`config.mk`:
```
export PLATFORM = sky130hd
export DESIGN_NAME = lock_tone_sequencer
export DESIGN_NICKNAME = d
export VERILOG_FILES = /design/src/hw/rtl/lts_pkg.sv /design/src/hw/rtl/lock_tone_sequencer.sv /design/src/hw/rtl/lts_csr_regs.sv
export SDC_FILE = /design/constraint.sdc
export NUM_CORES = 1
export LEC_CHECK = 0
export BUFFER_PORTS_ARGS = -buffer_cell sky130_fd_sc_hd__buf_2
export CAP_MARGIN = 0
export CORE_UTILIZATION = 60
export CTS_CLUSTER_DIAMETER = 50
export CTS_CLUSTER_SIZE = 40
export DETAILED_ROUTE_END_ITERATION = 10
export GPL_TIMING_DRIVEN = 0
export PLACE_DENSITY = 0.8
export SKIP_CTS_REPAIR_TIMING = 1
export SLEW_MARGIN = 5
export SYNTH_ARGS = -nofsm -noshare
export SYNTH_HDL_FRONTEND = slang
export SYNTH_SLANG_ARGS = --single-unit
```
`constraint.sdc`:
```
create_clock -name clock -period 4.86 [get_ports clock]
set_input_delay 0.243 -clock clock [delete_from_list [all_inputs] [get_ports clock]]
set_output_delay 0.243 -clock clock [all_outputs]
set_load 0.02 [all_outputs]
```
`src/hw/rtl/lts_pkg.sv`:
```
`default_nettype none

package lts_pkg;

   // Fixed field widths.
   localparam int PitchW     = 14;
   localparam int ToneW      = 15;
   localparam int DurW       = 20;
   localparam int LockBitsW  = 4;
   localparam int TenthsW    = 4;
   localparam int CsrIndexW  = 3;
   localparam int CsrDataW   = 14;
   localparam int PhysLocks  = 4;

   // Defaults for the top level parameters.
   localparam int LockCountDefault  = 4;
   localparam int TuneLengthDefault = 4;

   localparam logic [DurW-1:0] UsPerTenth = DurW'(100000);
   localparam logic [TenthsW-1:0] TenthsMin = TenthsW'(1);
   localparam logic [TenthsW-1:0] TenthsMax = TenthsW'(10);

   // Register indexes on the configuration port.
   localparam logic [CsrIndexW-1:0] CSR_BEEP_MODE    = 3'd0;
   localparam logic [CsrIndexW-1:0] CSR_CAPS_PITCH   = 3'd1;
   localparam logic [CsrIndexW-1:0] CSR_INSERT_PITCH = 3'd2;
   localparam logic [CsrIndexW-1:0] CSR_NUMBER_PITCH = 3'd3;
   localparam logic [CsrIndexW-1:0] CSR_SCROLL_PITCH = 3'd4;
   localparam logic [CsrIndexW-1:0] CSR_TONE_TENTHS  = 3'd5;

   // Register reset values.
   localparam logic                PlayModeReset   = 1'b1;
   localparam logic [PitchW-1:0]   CapsPitchReset  = 14'd300;
   localparam logic [PitchW-1:0]   InsPitchReset   = 14'd450;
   localparam logic [PitchW-1:0]   NumPitchReset   = 14'd600;
   localparam logic [PitchW-1:0]   ScrPitchReset   = 14'd1200;
   localparam logic [TenthsW-1:0]  TenthsReset     = 4'd2;

   // Play modes.
   localparam logic MODE_ACTIVE = 1'b0;
   localparam logic MODE_TOGGLE = 1'b1;

   typedef enum logic [1:0] {
      ACT_NONE  = 2'd0,
      ACT_START = 2'd1,
      ACT_STOP  = 2'd2
   } action_type;

   typedef struct packed {
      logic                 op;
      logic [LockBitsW-1:0] lock_bits;
   } req_type;

   typedef struct packed {
      action_type       action;
      logic [ToneW-1:0] tone_pitch;
      logic [DurW-1:0]  duration_us;
   } rsp_type;

   typedef struct packed {
      logic                             beep_mode;
      logic [PhysLocks-1:0][PitchW-1:0] lock_pitch;
      logic [TenthsW-1:0]               tone_tenths;
   } cfg_type;

   // Base pitch of a lock; locks past the physical four are off.
   function automatic logic [PitchW-1:0] pitch_of(input cfg_type cfg, input logic [2:0] lock);
      logic [PitchW-1:0] p;
      p = '0;
      if (lock < 3'(PhysLocks)) begin
         p = cfg.lock_pitch[lock[1:0]];
      end
      return p;
   endfunction

   // pitch * (100 + pct) / 100 with pct of 0, 25, 50 or 100. Since 25 and 50
   // percent are a quarter and a half, the floor reduces to a shifted add.
   function automatic logic [ToneW-1:0] tone_scale(input logic [PitchW-1:0] p,
                                                   input logic [2:0] idx);
      logic [ToneW-1:0] r;
      case (idx)
         3'd0:    r = ToneW'(p);
         3'd1:    r = ToneW'(p) + ToneW'(p >> 2);
         3'd2:    r = ToneW'(p) + ToneW'(p >> 1);
         default: r = ToneW'(p) + ToneW'(p);
      endcase
      return r;
   endfunction

   // Final tone length in microseconds, tenths clamped to one through ten.
   function automatic logic [DurW-1:0] final_us(input logic [TenthsW-1:0] tenths);
      logic [TenthsW-1:0] t;
      t = tenths;
      if (t < TenthsMin) t = TenthsMin;
      if (t > TenthsMax) t = TenthsMax;
      return DurW'(DurW'(t) * UsPerTenth);
   endfunction

endpackage

`default_nettype wire

```
`src/hw/rtl/lock_tone_sequencer.sv`:
```
`default_nettype none

// Channel     Direction  Handshake             Payload
// req         in         req_valid/req_ready   req_data  (op, lock_bits)
// rsp         out        rsp_valid/rsp_ready   rsp_data  (action, tone_pitch, duration_us)
// csr         in         csr_we (no wait)      csr_index, csr_wdata
//
// A request transaction is accepted only in the idle state. After acceptance its result
// may pass the round-robin scan state, which visits up to NUM_LOCKS locks, and the tone
// state, entered when a toggle-mode tone is generated; the emit state then hands it to
// the output register and the sequencer returns to idle.
// The scan examines one lock per cycle through a single shared compare unit.
// Reset is synchronous and active high; it restores register defaults and clears the
// sequencer control state, not the result registers. A stalled result waits in the
// output register; the next request can be accepted meanwhile and waits in the emit state.

module lock_tone_sequencer #(
   parameter int NUM_LOCKS   = lts_pkg::LockCountDefault,
   parameter int TUNE_LENGTH = lts_pkg::TuneLengthDefault
) (
   input  wire logic                           clock,
   input  wire logic                           reset,
   input  wire logic                           req_valid,
   output      logic                           req_ready,
   input  wire lts_pkg::req_type               req_data,
   output      logic                           rsp_valid,
   input  wire logic                           rsp_ready,
   output      lts_pkg::rsp_type               rsp_data,
   input  wire logic                           csr_we,
   input  wire logic [lts_pkg::CsrIndexW-1:0]  csr_index,
   input  wire logic [lts_pkg::CsrDataW-1:0]   csr_wdata
);
   import lts_pkg::*;

   localparam int PtrW  = (NUM_LOCKS > 1) ? $clog2(NUM_LOCKS) : 1;
   localparam int StepW = (TUNE_LENGTH > 1) ? $clog2(TUNE_LENGTH) : 1;
   localparam logic [PtrW-1:0]  LastLock = PtrW'(NUM_LOCKS - 1);
   localparam logic [StepW-1:0] LastStep = StepW'(TUNE_LENGTH - 1);

   typedef enum logic [3:0] {
      ST_IDLE = 4'b0001,
      ST_SCAN = 4'b0010,
      ST_TONE = 4'b0100,
      ST_EMIT = 4'b1000
   } state_type;

   cfg_type cfg;

   lts_csr_regs u_csr (
      .clock     (clock),
      .reset     (reset),
      .csr_we    (csr_we),
      .csr_index (csr_index),
      .csr_wdata (csr_wdata),
      .cfg       (cfg)
   );

   state_type                state_ff, state_in;
   logic [LockBitsW-1:0]     seen_ff, seen_in;
   logic [NUM_LOCKS-1:0]     announced_ff, announced_in;
   logic [PtrW-1:0]          ptr_ff, ptr_in;
   logic [PtrW-1:0]          cnt_ff, cnt_in;
   logic                     pend_ff, pend_in;
   logic [PtrW-1:0]          tlock_ff, tlock_in;
   logic [StepW-1:0]         tstep_ff, tstep_in;
   logic                     tdesc_ff, tdesc_in;
   rsp_type                  res_ff, res_in;
   logic                     rsp_valid_ff, rsp_valid_in;
   rsp_type                  rsp_data_ff, rsp_data_in;

   // Shared examine unit: looks at the lock under the scan pointer.
   logic [2:0]        scan_lock;
   logic [PitchW-1:0] scan_pitch;
   logic              scan_bit;
   logic              scan_was;
   logic              scan_hit;
   logic [PtrW-1:0]   ptr_next;

   // Tone unit: pitch and length of the next tune tone.
   logic [PitchW-1:0] tone_base;
   logic [StepW-1:0]  tone_idx;
   logic [ToneW-1:0]  note_pitch;
   logic              tone_last;
   logic [DurW-1:0]   full_us;

   always_comb begin
      scan_lock  = 3'(ptr_ff);
      scan_pitch = pitch_of(cfg, scan_lock);
      scan_bit   = (scan_lock < 3'(PhysLocks)) ? seen_ff[scan_lock[1:0]] : 1'b0;
      scan_was   = announced_ff[ptr_ff];
      if (cfg.beep_mode == MODE_ACTIVE) begin
         scan_hit = scan_bit && (scan_pitch != '0);
      end else begin
         scan_hit = (scan_bit != scan_was) && (scan_pitch != '0);
      end
      ptr_next   = (ptr_ff == LastLock) ? '0 : ptr_ff + PtrW'(1);

      tone_base  = pitch_of(cfg, 3'(tlock_ff));
      tone_idx   = tdesc_ff ? (LastStep - tstep_ff) : tstep_ff;
      note_pitch = tone_scale(tone_base, 3'(tone_idx));
      tone_last  = (tstep_ff == LastStep);
      full_us    = final_us(cfg.tone_tenths);
   end

   assign req_ready = (state_ff == ST_IDLE);

   always_comb begin
      state_in     = state_ff;
      seen_in      = seen_ff;
      announced_in = announced_ff;
      ptr_in       = ptr_ff;
      cnt_in       = cnt_ff;
      pend_in      = pend_ff;
      tlock_in     = tlock_ff;
      tstep_in     = tstep_ff;
      tdesc_in     = tdesc_ff;
      res_in       = res_ff;
      rsp_valid_in = rsp_valid_ff && !rsp_ready;
      rsp_data_in  = rsp_data_ff;

      unique case (state_ff)
         ST_IDLE: begin
            cnt_in = '0;
            if (req_valid) begin
               res_in = '{action: ACT_NONE, tone_pitch: '0, duration_us: '0};
               if (req_data.op) begin
                  // Tone finished: play the next tone of a tune or rescan.
                  state_in = pend_ff ? ST_TONE : ST_SCAN;
               end else if (req_data.lock_bits == seen_ff) begin
                  state_in = ST_EMIT;
               end else begin
                  seen_in = req_data.lock_bits;
                  if (cfg.beep_mode == MODE_ACTIVE) begin
                     if (req_data.lock_bits == '0) begin
                        res_in.action = ACT_STOP;
                        state_in      = ST_EMIT;
                     end else if (seen_ff == '0) begin
                        state_in = pend_ff ? ST_TONE : ST_SCAN;
                     end else begin
                        // The running tone cycle continues undisturbed.
                        state_in = ST_EMIT;
                     end
                  end else begin
                     state_in = pend_ff ? ST_TONE : ST_SCAN;
                  end
               end
            end
         end

         ST_SCAN: begin
            ptr_in = ptr_next;
            cnt_in = cnt_ff + PtrW'(1);
            if (cfg.beep_mode == MODE_TOGGLE && scan_bit != scan_was) begin
               // The change is recorded even when the lock's pitch is off.
               announced_in[ptr_ff] = scan_bit;
            end
            if (scan_hit) begin
               if (cfg.beep_mode == MODE_ACTIVE) begin
                  res_in   = '{action: ACT_START, tone_pitch: ToneW'(scan_pitch),
                               duration_us: full_us};
                  state_in = ST_EMIT;
               end else begin
                  pend_in  = 1'b1;
                  tlock_in = ptr_ff;
                  tstep_in = '0;
                  tdesc_in = !scan_bit;
                  state_in = ST_TONE;
               end
            end else if (cnt_ff == LastLock) begin
               res_in   = '{action: ACT_STOP, tone_pitch: '0, duration_us: '0};
               state_in = ST_EMIT;
            end
         end

         ST_TONE: begin
            res_in = '{action: ACT_START, tone_pitch: note_pitch,
                       duration_us: tone_last ? full_us : (full_us >> 1)};
            if (tone_last) begin
               pend_in  = 1'b0;
               tstep_in = '0;
            end else begin
               tstep_in = tstep_ff + StepW'(1);
            end
            state_in = ST_EMIT;
         end

         ST_EMIT: begin
            if (!rsp_valid_ff || rsp_ready) begin
               rsp_valid_in = 1'b1;
               rsp_data_in  = res_ff;
               state_in     = ST_IDLE;
            end
         end

         default: state_in = ST_IDLE;
      endcase
   end

   always_ff @(posedge clock) begin
      if (reset) begin
         state_ff     <= ST_IDLE;
         seen_ff      <= '0;
         announced_ff <= '0;
         ptr_ff       <= '0;
         cnt_ff       <= '0;
         pend_ff      <= 1'b0;
         tlock_ff     <= '0;
         tstep_ff     <= '0;
         tdesc_ff     <= 1'b0;
         rsp_valid_ff <= 1'b0;
      end else begin
         state_ff     <= state_in;
         seen_ff      <= seen_in;
         announced_ff <= announced_in;
         ptr_ff       <= ptr_in;
         cnt_ff       <= cnt_in;
         pend_ff      <= pend_in;
         tlock_ff     <= tlock_in;
         tstep_ff     <= tstep_in;
         tdesc_ff     <= tdesc_in;
         rsp_valid_ff <= rsp_valid_in;
      end
   end

   always_ff @(posedge clock) begin
      res_ff      <= res_in;
      rsp_data_ff <= rsp_data_in;
   end

   assign rsp_valid = rsp_valid_ff;
   assign rsp_data  = rsp_data_ff;

   // A new result only appears after the emit state has handed it over.
   a_result_from_emit: assert property (@(posedge clock) disable iff (reset)
      $rose(rsp_valid_ff) |-> $past(state_ff == ST_EMIT))
      else $error("result appeared without passing the emit state");

   // Tone generation is only entered with a tune pending.
   a_tone_needs_tune: assert property (@(posedge clock) disable iff (reset)
      (state_ff == ST_TONE) |-> pend_ff)
      else $error("tone state entered without a pending tune");

   // A started tone always has a nonzero length.
   a_start_has_length: assert property (@(posedge clock) disable iff (reset)
      (rsp_valid_ff && rsp_data_ff.action == ACT_START) |-> (rsp_data_ff.duration_us != '0))
      else $error("tone started with zero duration");

   // The scan never visits more locks than there are.
   a_scan_bounded: assert property (@(posedge clock) disable iff (reset)
      (state_ff == ST_SCAN) |-> (cnt_ff <= LastLock))
      else $error("lock scan ran past the last lock");

   // The tune step stays inside the tune.
   a_step_bounded: assert property (@(posedge clock) disable iff (reset)
      pend_ff |-> (tstep_ff <= LastStep))
      else $error("tune step beyond tune length");

endmodule

`default_nettype wire

```
`src/hw/rtl/lts_csr_regs.sv`:
```
`default_nettype none

module lts_csr_regs (
   input  wire logic                           clock,
   input  wire logic                           reset,
   input  wire logic                           csr_we,
   input  wire logic [lts_pkg::CsrIndexW-1:0]  csr_index,
   input  wire logic [lts_pkg::CsrDataW-1:0]   csr_wdata,
   output lts_pkg::cfg_type                    cfg
);
   import lts_pkg::*;

   cfg_type cfg_ff;
   cfg_type cfg_in;

   always_comb begin
      cfg_in = cfg_ff;
      if (csr_we) begin
         unique case (csr_index)
            CSR_BEEP_MODE:    cfg_in.beep_mode     = csr_wdata[0];
            CSR_CAPS_PITCH:   cfg_in.lock_pitch[0] = csr_wdata[PitchW-1:0];
            CSR_INSERT_PITCH: cfg_in.lock_pitch[1] = csr_wdata[PitchW-1:0];
            CSR_NUMBER_PITCH: cfg_in.lock_pitch[2] = csr_wdata[PitchW-1:0];
            CSR_SCROLL_PITCH: cfg_in.lock_pitch[3] = csr_wdata[PitchW-1:0];
            CSR_TONE_TENTHS:  cfg_in.tone_tenths   = csr_wdata[TenthsW-1:0];
            default:          cfg_in = cfg_ff;
         endcase
      end
   end

   always_ff @(posedge clock) begin
      if (reset) begin
         cfg_ff.beep_mode     <= PlayModeReset;
         cfg_ff.lock_pitch[0] <= CapsPitchReset;
         cfg_ff.lock_pitch[1] <= InsPitchReset;
         cfg_ff.lock_pitch[2] <= NumPitchReset;
         cfg_ff.lock_pitch[3] <= ScrPitchReset;
         cfg_ff.tone_tenths   <= TenthsReset;
      end else begin
         cfg_ff <= cfg_in;
      end
   end

   assign cfg = cfg_ff;

endmodule

`default_nettype wire
```
Word level (Yosys, flattened, before mapping) --
Index checks and enable logic that the tools add are counted.
Storage, ports and cells: register bits 158, output and inout port bits 39, logic and storage cells 141
Operators by class: add/subtract/negate cells 7, $mul 1, $lt $le $gt $ge 5, equality and inequality tests 23, muxes and demuxes 50, bitwise gates (word level) 2, reductions and logical operators 31
Operators by type and width (number):
- 37-bit two-way mux | 4
- 37-bit one-hot mux with 3 select lines | 1
- 14-bit binary-select mux with 2-bit select | 2
- 4-bit two-way mux | 12
- 15-bit one-hot mux with 3 select lines | 1
- 14-bit two-way mux | 2
- 20-bit two-way mux | 1
- 2-bit two-way mux | 9
- 4-bit one-hot mux with 4 select lines | 1
- 2-bit AND reduction | 8
- 14-bit by 12-bit adder with 15-bit output | 1
- 14-bit by 13-bit adder with 15-bit output | 1
- 14-bit by 14-bit adder with 15-bit output | 1
- 4-bit by 12-bit multiplier with 15-bit output, second input constant | 1
- 14-bit nonzero test | 1
- 4-bit AND reduction | 3
- 1-bit two-way mux | 9
- 3-bit AND reduction | 3
- 2-bit equality test, second input constant | 4
- 4-bit logical NOT | 2
- 2-bit inequality test, second input constant | 4
- 2-bit one-hot mux with 2 select lines | 2
- 2-bit by 1-bit adder with 2-bit output, second input constant | 3
- 3-bit by 2-bit equality test with 1-bit output, second input constant | 2
- 29 further kinds | 41

Logic depth before layout (Yosys ltp) --
Gate-level depths: netlist of run 1.
depth after elaboration 8, depth in mapped cells 15, gate-level depth less buffers 13

Hierarchy --
Synthesis of run 1 repeated with hierarchy kept, for this count alone.
Unflattened totals: cells, all modules 745, area, all modules 8250.4 um^2
Modules (own cells, without submodules):
- lock_tone_sequencer | times used 1, cells each 511, area an instance 5771.8 um^2, seq. area each 2442.3 um^2
- lts_csr_regs | times used 1, cells each 234, area an instance 2478.6 um^2, seq. area each 1221.2 um^2

Least setup slack after synthesis of run 1 --
No wires, ideal clock.
path kind register to register, start point reg tlock_ff[0], end point reg res_ff[26] (netlist name), data pin, setup time 261 ps, data arrival time 3431 ps, data required time 4599 ps, slack 1169 ps, cell stages (with the launch flop) 14, buffers on the path 2, path through dfxtp_1 -> clkbuf_1 -> buf_2 -> mux4_2 -> a22oi_1 -> o21ai_0 -> ha_1 -> fa_1 -> a211oi_1 -> nor2_1 -> o21a_1 -> nor2_1 -> xnor2_1 -> a221o_1
On the way: word-level cells in the longest chain between the ends 5, elaborated cells on any way between the ends 7
RTL lines:
- start: declaration | line lock_tone_sequencer.sv:64 | logic [PtrW-1:0] tlock_ff, tlock_in;
- start signal: assignment | line lock_tone_sequencer.sv:218 | tlock_ff <= tlock_in;
- 14-bit binary-select mux with 2-bit select (*) | line lts_pkg.sv:71 | p = cfg.lock_pitch[lock[1:0]];
- 14-bit two-way mux (not written as such) (*) | line lts_pkg.sv:71
- 14-bit by 14-bit adder with 15-bit output (tied with other cells) | line lts_pkg.sv:85 | default: r = ToneW'(p) + ToneW'(p);
- 15-bit one-hot mux with 3 select lines (*) | line lts_pkg.sv:81 | case (idx)
- 37-bit one-hot mux with 3 select lines (*) | line lock_tone_sequencer.sv:121 | unique case (state_ff)
- end signal: assignment | line lock_tone_sequencer.sv:226 | res_ff <= res_in;
- end: declaration | line lock_tone_sequencer.sv:67 | rsp_type res_ff, res_in;
Mark *: on every way between the ends. The rest lies on a longest branch, timed or not. The select of a mux whose other input is x is not followed. A chain may end at the register's enable or synchronous reset.

Worst setup path in the final report of run 1 --
start point reg tlock_ff[0], end point reg res_ff[31] (netlist name), data pin
Same word-level chain as after synthesis.

==> impl_metrics.yaml, run 1 <==
placed_design:
  routability_driven_placement_congestion_ratio: 0.909
  dpl_wire_length_mm: 14.0
  portBuffers: 60
detailed_routing:
  num_vias: 6400
  drtIter0Drc: 545
  drtAntennaViolNets: 0
  routed_wire_length_per_instance_um: 18.6
  vias_per_cell: 6.08
  drt_pre_antenna_iters: 5
  route.detailed.drc: 0
  wirelength_mm: 19.6
sta:
  final_hold_viol_count: 0
  timing.final.crit_share: 0.910
  slew_headroom: 0.362
  fin_tns_setup_ps: 0
  drv_slew: 0
  period_needed_ps: 4420
  unrepaired_setup_endpoints_after_global_routing: "no"
  finalSetupViolations: 0
  timing.fmax_mhz: 226
  worst_clock_skew_ps: 9.99
  worst-slew-pin-transition_ps: 950
floorplanning:
  start_util: 0.619
  core_area_um2: 12700
  floorplan.die_area_um2: 13600
  fp-row-count: 41
  die-height_um: 117
  io_pins: 66
  dieWidth_um: 117
synthesis:
  post-synth-top-area-fraction: 0.252
  ys_seq_elements: 150
  yosys.cell_types.count: 58
  synthCells: 786
  post_synth_most_frequent_cells: "sky130_fd_sc_hd__nand2_1 (161), sky130_fd_sc_hd__dfxtp_1 (84), sky130_fd_sc_hd__a21oi_1 (68)"
  ys.warnings.count: 0
  most_area_hungry_cell_type_in_the_yosys_netlist: "sky130_fd_sc_hd__edfxtp_1"
  synth-async-reset-ratio: 0
  netlist_area_um2: 7870
  synth-main-ff-cell: "sky130_fd_sc_hd__dfxtp_1"
  synth_top_area_cells: "sky130_fd_sc_hd__edfxtp_1 (25%), sky130_fd_sc_hd__dfxtp_1 (21%), sky130_fd_sc_hd__mux4_2 (8.3%), sky130_fd_sc_hd__nand2_1 (7.7%), sky130_fd_sc_hd__ha_1 (5.7%)"
  synth_edf_count: 66
  synthMostInstantiatedCell: "sky130_fd_sc_hd__nand2_1"
  seq_area_frac_synth: 0.465
  syn-mean-instance-area_um2: 10.0
final_layout:
  antenna_cells: 0
  area_overhead_of_the_layout_relative_to_synthesis_pct: 14.4
  area_of_combinational_cells_with_multiple_inputs_um2: 3970
  final_nets: 933
  final_util: 0.708
  fill_cells: 1002
  drive_above_1_share: 0.167
  ff_latch_area_um2: 3660
global_route:
  grt_pass1_vias: 6263
  grt_max_degree: 34
  grt_antenna_before_repair: 0
  grt_usage: 0.306
  grt_first_pass_wirelength_mm: 31.0
  grt_remaining_overflow: 0
status:
  run_status: "completed"
setup_path:
  length_in_cells_of_the_worst_reg_to_reg_path: 12
  worst_setup_path_end_kind: "flip-flop"
  timing.setup.critical_path_class: "flip-flop to flip-flop"
  max_stage_delay_ps: 670
  crit_fanout: 10
  endpoint_of_the_lowest_slack_register_to_register_path: "res_ff[31]"
  critical-path-slowest-cell: "sky130_fd_sc_hd__mux4_2"
  cpMostUsedCell: "sky130_fd_sc_hd__o21ai_0"
  cp.buffers_inverters: 2
  r2r_slack_ps: 440
  critPathArrivalTime_ps: 4650
  timing.critical_path.required_ps: 5090
  cp.depth: 12
  critical_path_cell_by_cell: "clkbuf_1 > buf_2 > mux4_2 > a22oi_1 > o21ai_0 > ha_1 > a211oi_1 > o21ai_0 > a31oi_1 > o21ai_0 > xnor2_1 > o311ai_0"
  worst_setup_path_endpoint: "res_ff[31]"
  critPathTopFamily: "compound AO/OA/AOI/OAI gates"
  critical_path.startpoint_type: "flip-flop"
  worst_r2r_startpoint: "tlock_ff[0]"
  first_element_of_the_critical_path: "tlock_ff[0]"
pwr:
  vdd_drop_max_mv: 0.239
  power_leakage_nw: 3.47
  power_per_standard_cell_area_nw_per_um2: 324
cts:
  clock_path_buffers: 2
  number_of_buffers_inserted_during_clock_tree_synthesis: 17
  cts_tree: "yes"
  insertion_delay_ps: 430
  h-tree-depth: 4
  clkSinkCount: 150
  clk_transition_reported_paths_ps: 60
  cts-root-buf: "sky130_fd_sc_hd__clkbuf_16"
hold_path:
  timing.hold.worst.start: "csr_wdata[4]"
  min-delay-path-class: "primary input to flip-flop"
run:
  max_cap_viol_count: 0
-- power breakdown --
group	switching (mW)	total, mW	leakage [nW]	internal [mW]
logic	0.149	0.234	1.88	0.0845
registers	0.0213	1.39	1.31	1.37
clock network	0.533	1.30	0.288	0.763
-- registers in the layout, indices dropped and copies added, names as in the netlist --
| register | count |
|---|---|
| announced_ff | 4 |
| cnt_ff | 2 |
| pend_ff | 1 |
| ptr_ff | 2 |
| res_ff | 33 |
| rsp_data | 33 |
| rsp_valid | 1 |
| seen_ff | 4 |
| state_ff | 4 |
| tdesc_ff | 1 |
| tlock_ff | 2 |
| tstep_ff | 2 |
| u_csr.cfg | 61 |
-- stage by stage --
stage / hold WS, ps / instances / setup WS [ps] / power (mW) / cell area [um2]
after floorplan: 361 / 789 / 1170 / 1.57 / 7890
after global placement: 400 / 1021 / 341 / 1.63 / 8400
after detailed placement: 405 / 1021 / 463 / 1.64 / 8410
after CTS: 66.6 / 1053 / 459 / 2.92 / 9010
after global routing: 78.3 / 1053 / 78.1 / 3.00 / 9010
final: 79.5 / 1053 / 439 / 2.92 / 9010
-- cell type report --
class	instances	area share
clock buffer	22	0.0574
tap	172	0.0239
sequential	150	0.407
multi-input combinational	577	0.441
clock inverter	10	0.00917
buffer	46	0.0224
inverter	16	0.00667
timing repair buffer	60	0.0333
-- layout by cell type (no fill, tap or decap), types with 4 or more instances in the layout --
master | synthesis | layout
sky130_fd_sc_hd__edfxtp_1 | 66 | 66
sky130_fd_sc_hd__a22o_1 | 5 | 5
sky130_fd_sc_hd__o21bai_1 | 5 | 5
sky130_fd_sc_hd__nand2b_1 | 9 | 9
sky130_fd_sc_hd__buf_2 | 5 | 65
sky130_fd_sc_hd__conb_1 | 1 | 4
sky130_fd_sc_hd__a31oi_1 | 4 | 4
sky130_fd_sc_hd__clkbuf_1 | 36 | 36
sky130_fd_sc_hd__xor2_1 | 9 | 9
sky130_fd_sc_hd__nor2_1 | 52 | 52
sky130_fd_sc_hd__ha_1 | 36 | 36
sky130_fd_sc_hd__nand3_1 | 8 | 8
sky130_fd_sc_hd__a21oi_1 | 68 | 68
sky130_fd_sc_hd__nor2b_1 | 5 | 4
sky130_fd_sc_hd__mux2i_1 | 20 | 20
sky130_fd_sc_hd__o22ai_1 | 9 | 9
sky130_fd_sc_hd__mux4_2 | 29 | 29
sky130_fd_sc_hd__clkbuf_16 | 0 | 19
sky130_fd_sc_hd__nor4_1 | 6 | 6
sky130_fd_sc_hd__a22oi_1 | 17 | 17
sky130_fd_sc_hd__nor3_1 | 10 | 10
sky130_fd_sc_hd__a21o_1 | 7 | 7
sky130_fd_sc_hd__xnor2_1 | 13 | 13
sky130_fd_sc_hd__and3_1 | 4 | 4
sky130_fd_sc_hd__nand3b_1 | 18 | 18
sky130_fd_sc_hd__dfxtp_1 | 84 | 84
sky130_fd_sc_hd__inv_1 | 16 | 16
sky130_fd_sc_hd__buf_4 | 4 | 4
sky130_fd_sc_hd__nand2_1 | 161 | 161
sky130_fd_sc_hd__a211oi_1 | 5 | 5
sky130_fd_sc_hd__o21ai_0 | 32 | 32
-- how the worst min path moves through the flow --
stage | end | cells after the start | slack (ps)
after floorplan | u_csr.cfg[60] | 1 | 360
after global placement | rsp_data[11] | 0 | 400
after detailed placement | rsp_data[6] | 0 | 400
after CTS | u_csr.cfg[36] | 3 | 70
after global routing | u_csr.cfg[12] | 3 | 80
final | u_csr.cfg[36] | 3 | 80
-- worst min-delay path, stage by stage --
cell and delay [ps]:
sky130_fd_sc_hd__buf_2 110, sky130_fd_sc_hd__nand2_1 50, sky130_fd_sc_hd__nand3b_1 70
-- cells by family (layout without fill, tap and decap cells) --
family                   count (synthesis)  after routing  synth area share
flip-flops                             150            150             0.465
multiplexers                            52             52             0.113
AO/OA/AOI/OAI                          173            173             0.137
AND/OR/NAND/NOR                        288            288             0.165
XOR/XNOR                                22             22            0.0245
buffers and inverters                   62            154            0.0332
adder cells (fa/ha/maj)                 38             38            0.0623
other                                    1              4          0.000476
-- layer usage --
| metal | track usage | vias up | wire length (um) |
|---|---|---|---|
| met5 | 0 | - | 0 |
| met4 | 0.165 | 0 | 539 |
| met3 | 0.0628 | 53 | 1710 |
| met2 | 0.497 | 343 | 9600 |
| met1 | 0.383 | 3004 | 7740 |
| li1 | - | 3000 | - |
Note: power is estimated with default switching activity, not from simulation.
==> run 2: changes to the inputs <==
--- a/config.mk
+++ b/config.mk
@@ -5,14 +5,15 @@
 export SDC_FILE = /design/constraint.sdc
 export NUM_CORES = 1
 export LEC_CHECK = 0
+export ABC_AREA = 1
 export BUFFER_PORTS_ARGS = -buffer_cell sky130_fd_sc_hd__buf_2
 export CAP_MARGIN = 0
-export CORE_UTILIZATION = 60
+export CORE_UTILIZATION = 61
 export CTS_CLUSTER_DIAMETER = 50
 export CTS_CLUSTER_SIZE = 40
 export DETAILED_ROUTE_END_ITERATION = 10
 export GPL_TIMING_DRIVEN = 0
-export PLACE_DENSITY = 0.8
+export PLACE_DENSITY = 0.81
 export SKIP_CTS_REPAIR_TIMING = 1
 export SLEW_MARGIN = 5
 export SYNTH_ARGS = -nofsm -noshare
==> constraint.sdc (replaced) <==
create_clock -name clock -period 5.11 [get_ports clock]
set_input_delay 0.2555 -clock clock [delete_from_list [all_inputs] [get_ports clock]]
set_output_delay 0.2555 -clock clock [all_outputs]
set_load 0.02 [all_outputs]
==> run 2 against run 1 <==
Against the previous run: first-iteration DRC count increased by 69%; cell area up 3.0%; global-route usage is 2.7 points higher; die area up 2.1%; highest routed layer unchanged; via count is 18% higher.
==> impl_metrics.yaml, run 2 <==
final_layout:
  final_nets: 1191
  antenna_cells: 0
  area_overhead_of_the_layout_relative_to_synthesis_pct: 13.6
  final-instance-count-excl-fill: 1311
  post-route-cell-area_um2: 9280
  most-common-layout-cells: "sky130_fd_sc_hd__nand2_1 (233), sky130_fd_sc_hd__o21ai_0 (114), sky130_fd_sc_hd__inv_1 (105), sky130_fd_sc_hd__nor2_1 (102), sky130_fd_sc_hd__nand3_1 (86)"
  flip_flop_count_of_the_largest_register_after_layout: 61
  layout.cells.most_common: "sky130_fd_sc_hd__nand2_1"
  drive_above_1_share: 0.127
  final_util: 0.724
placed_design:
  pre_cts_setup_slack_ps: 1310
  routability_driven_placement_congestion_ratio: 1.01
  portBuffers: 61
  placed_cells: 1279
  area_after_detailed_placement_um2: 8740
  dpl_wire_length_mm: 16.0
global_route:
  grt_remaining_overflow: 0
  grt_pass1_vias: 6989
  grt_usage: 0.332
  grt_max_degree: 34
  grt_antenna_before_repair: 0
  grt_first_pass_wirelength_mm: 35.6
sta:
  drv_slew: 0
  worst_clock_skew_ps: 11.0
  period_needed_ps: 4050
  finalSetupViolations: 0
  unrepaired_setup_endpoints_after_global_routing: "no"
  timing.final.crit_share: 0.792
  worst-slew-pin-transition_ps: 900
  worst_slack_ps: 1060
  fin_tns_setup_ps: 0
  final_hold_viol_count: 0
  timing.fmax_mhz: 247
  finalHoldWorstSlack_ps: 73.5
  slew_headroom: 0.398
setup_path:
  worst_r2r_startpoint: "tlock_ff[0]"
  max_stage_delay_ps: 440
  worst_setup_path_end_kind: "flip-flop"
  critical_path_cell_by_cell: "inv_1 > clkbuf_1 > buf_2 > nor2_1 > o22ai_1 > o21ai_0 > inv_1 > ha_1 > fa_1 > nand3_1 > nand3_1 > inv_1 > nor2_1 > nor2_1 > o21ai_0 > nand2_1 > nand2_1 > nand2_1 > nand3_1 > o211ai_2"
  critPathArrivalTime_ps: 4210
  timing.critical_path.required_ps: 5270
  timing.setup.critical_path_class: "flip-flop to flip-flop"
  crit_fanout: 10
  first_element_of_the_critical_path: "tlock_ff[0]"
  critical-path-slowest-cell: "sky130_fd_sc_hd__clkbuf_1"
  critical_path.startpoint_type: "flip-flop"
synthesis:
  post_synth_most_frequent_cells: "sky130_fd_sc_hd__nand2_1 (233), sky130_fd_sc_hd__o21ai_0 (114), sky130_fd_sc_hd__inv_1 (105)"
  most_area_hungry_cell_type_in_the_yosys_netlist: "sky130_fd_sc_hd__edfxtp_1"
  yosys.cell_types.count: 48
  seq_area_frac_synth: 0.448
  post-synth-top-area-fraction: 0.242
  synth-async-reset-ratio: 0
  synthCells: 1042
  synth_top_area_cells: "sky130_fd_sc_hd__edfxtp_1 (24%), sky130_fd_sc_hd__dfxtp_1 (21%), sky130_fd_sc_hd__nand2_1 (11%), sky130_fd_sc_hd__o21ai_0 (7.0%), sky130_fd_sc_hd__ha_1 (5.5%)"
  synth_edf_count: 66
  netlist_area_um2: 8170
  ys_seq_elements: 150
  ys.warnings.count: 0
  synthMostInstantiatedCell: "sky130_fd_sc_hd__nand2_1"
  synth-main-ff-cell: "sky130_fd_sc_hd__dfxtp_1"
  syn-mean-instance-area_um2: 7.84
hold_path:
  timing.hold.worst.start: "csr_wdata[4]"
  min-delay-path-class: "primary input to flip-flop"
detailed_routing:
  drtIter0Drc: 922
  vias_per_cell: 5.75
  route.detailed.drc: 0
  drt_pre_antenna_iters: 6
  num_vias: 7536
  drtAntennaViolNets: 0
  routed_wire_length_per_instance_um: 16.8
  wirelength_mm: 22.1
cts:
  cts-root-buf: "sky130_fd_sc_hd__clkbuf_16"
  cts_tree: "yes"
  clk_transition_reported_paths_ps: 70
  clkSinkCount: 150
  h-tree-depth: 4
  insertion_delay_ps: 430
  clock_path_buffers: 2
  number_of_buffers_inserted_during_clock_tree_synthesis: 17
pwr:
  totalPowerFinal_mw: 3.73
  power_leakage_nw: 4.01
  power_per_standard_cell_area_nw_per_um2: 402
  vdd_drop_max_mv: 0.235
floorplanning:
  dieWidth_um: 118
  start_util: 0.637
  fp-row-count: 41
  io_pins: 66
  core_area_um2: 12800
  floorplan.die_area_um2: 13900
  die-height_um: 118
status:
  run_status: "completed"
run:
  max_cap_viol_count: 0
run 2: cell types whose count changed in the layout (fill, tap and decap cells not counted), moves of 9 or more:
cell                       previous run  this run
sky130_fd_sc_hd__a22oi_1             17         0
sky130_fd_sc_hd__inv_1               16       105
sky130_fd_sc_hd__mux2i_1             20         0
sky130_fd_sc_hd__mux4_2              29         0
sky130_fd_sc_hd__nand2_1            161       233
sky130_fd_sc_hd__nand2b_1             9         0
sky130_fd_sc_hd__nand3_1              8        86
sky130_fd_sc_hd__nand3b_1            18         0
sky130_fd_sc_hd__nor2_1              52       102
sky130_fd_sc_hd__o21ai_0             32       114
sky130_fd_sc_hd__o21ai_2              0         9
run 2: worst paths after layout:
check	cells after the start	endpoint	slack, ps
hold reg to reg	0	rsp_data[9]	420
hold / removal	3	u_csr.cfg[50]	70
setup / recovery	20	res_ff[32]	1060
setup reg to reg	20	res_ff[32]	1060
run 2: worst max-delay path: cells and delay by family (launching register included):
kind                     cells  cell delay, ps
flip-flops                   1             360
buffers and inverters        5            1130
AND/OR/NAND/NOR              9             810
adder cells (fa/ha/maj)      2             410
AO/OA/AOI/OAI                4            1030
run 2: cells by family after synthesis:
| logic type | synth area share |
|---|---|
| DFF | 0.448 |
| buffers and inverters | 0.0850 |
| other | 0.000459 |
| adders and majority gates | 0.0600 |
| xor gates and xnor gates | 0.0150 |
| AOI/OAI and AO/OA | 0.164 |
| and+or+nand+nor | 0.228 |
run 2: power breakdown:
group / total [mW] / switching [mW] / internal [mW]
sequential: 1.63 / 0.0769 / 1.55
combinational: 0.951 / 0.676 / 0.275
clock: 1.15 / 0.496 / 0.658
total: 3.73 / 1.25 / 2.49
run 2: area by class of cell:
cell class | instances | area, um2
buffer | 47 | 258
inverter | 115 | 437
tap | 172 | 215
sequential | 150 | 3660
clock inverter | 15 | 114
multi-input combinational | 733 | 3840
clock buffer | 17 | 425
timing repair buffer | 62 | 325
fill | 1055 | 3540
run 2: metal layers:
metal  vias up  routed length (um)  GRT usage
li1       3653                   -          -
met3        79                2220     0.0620
met2       451               10100      0.539
met1      3353                8890      0.428
met5         -                   0          0
met4         0                 803      0.158
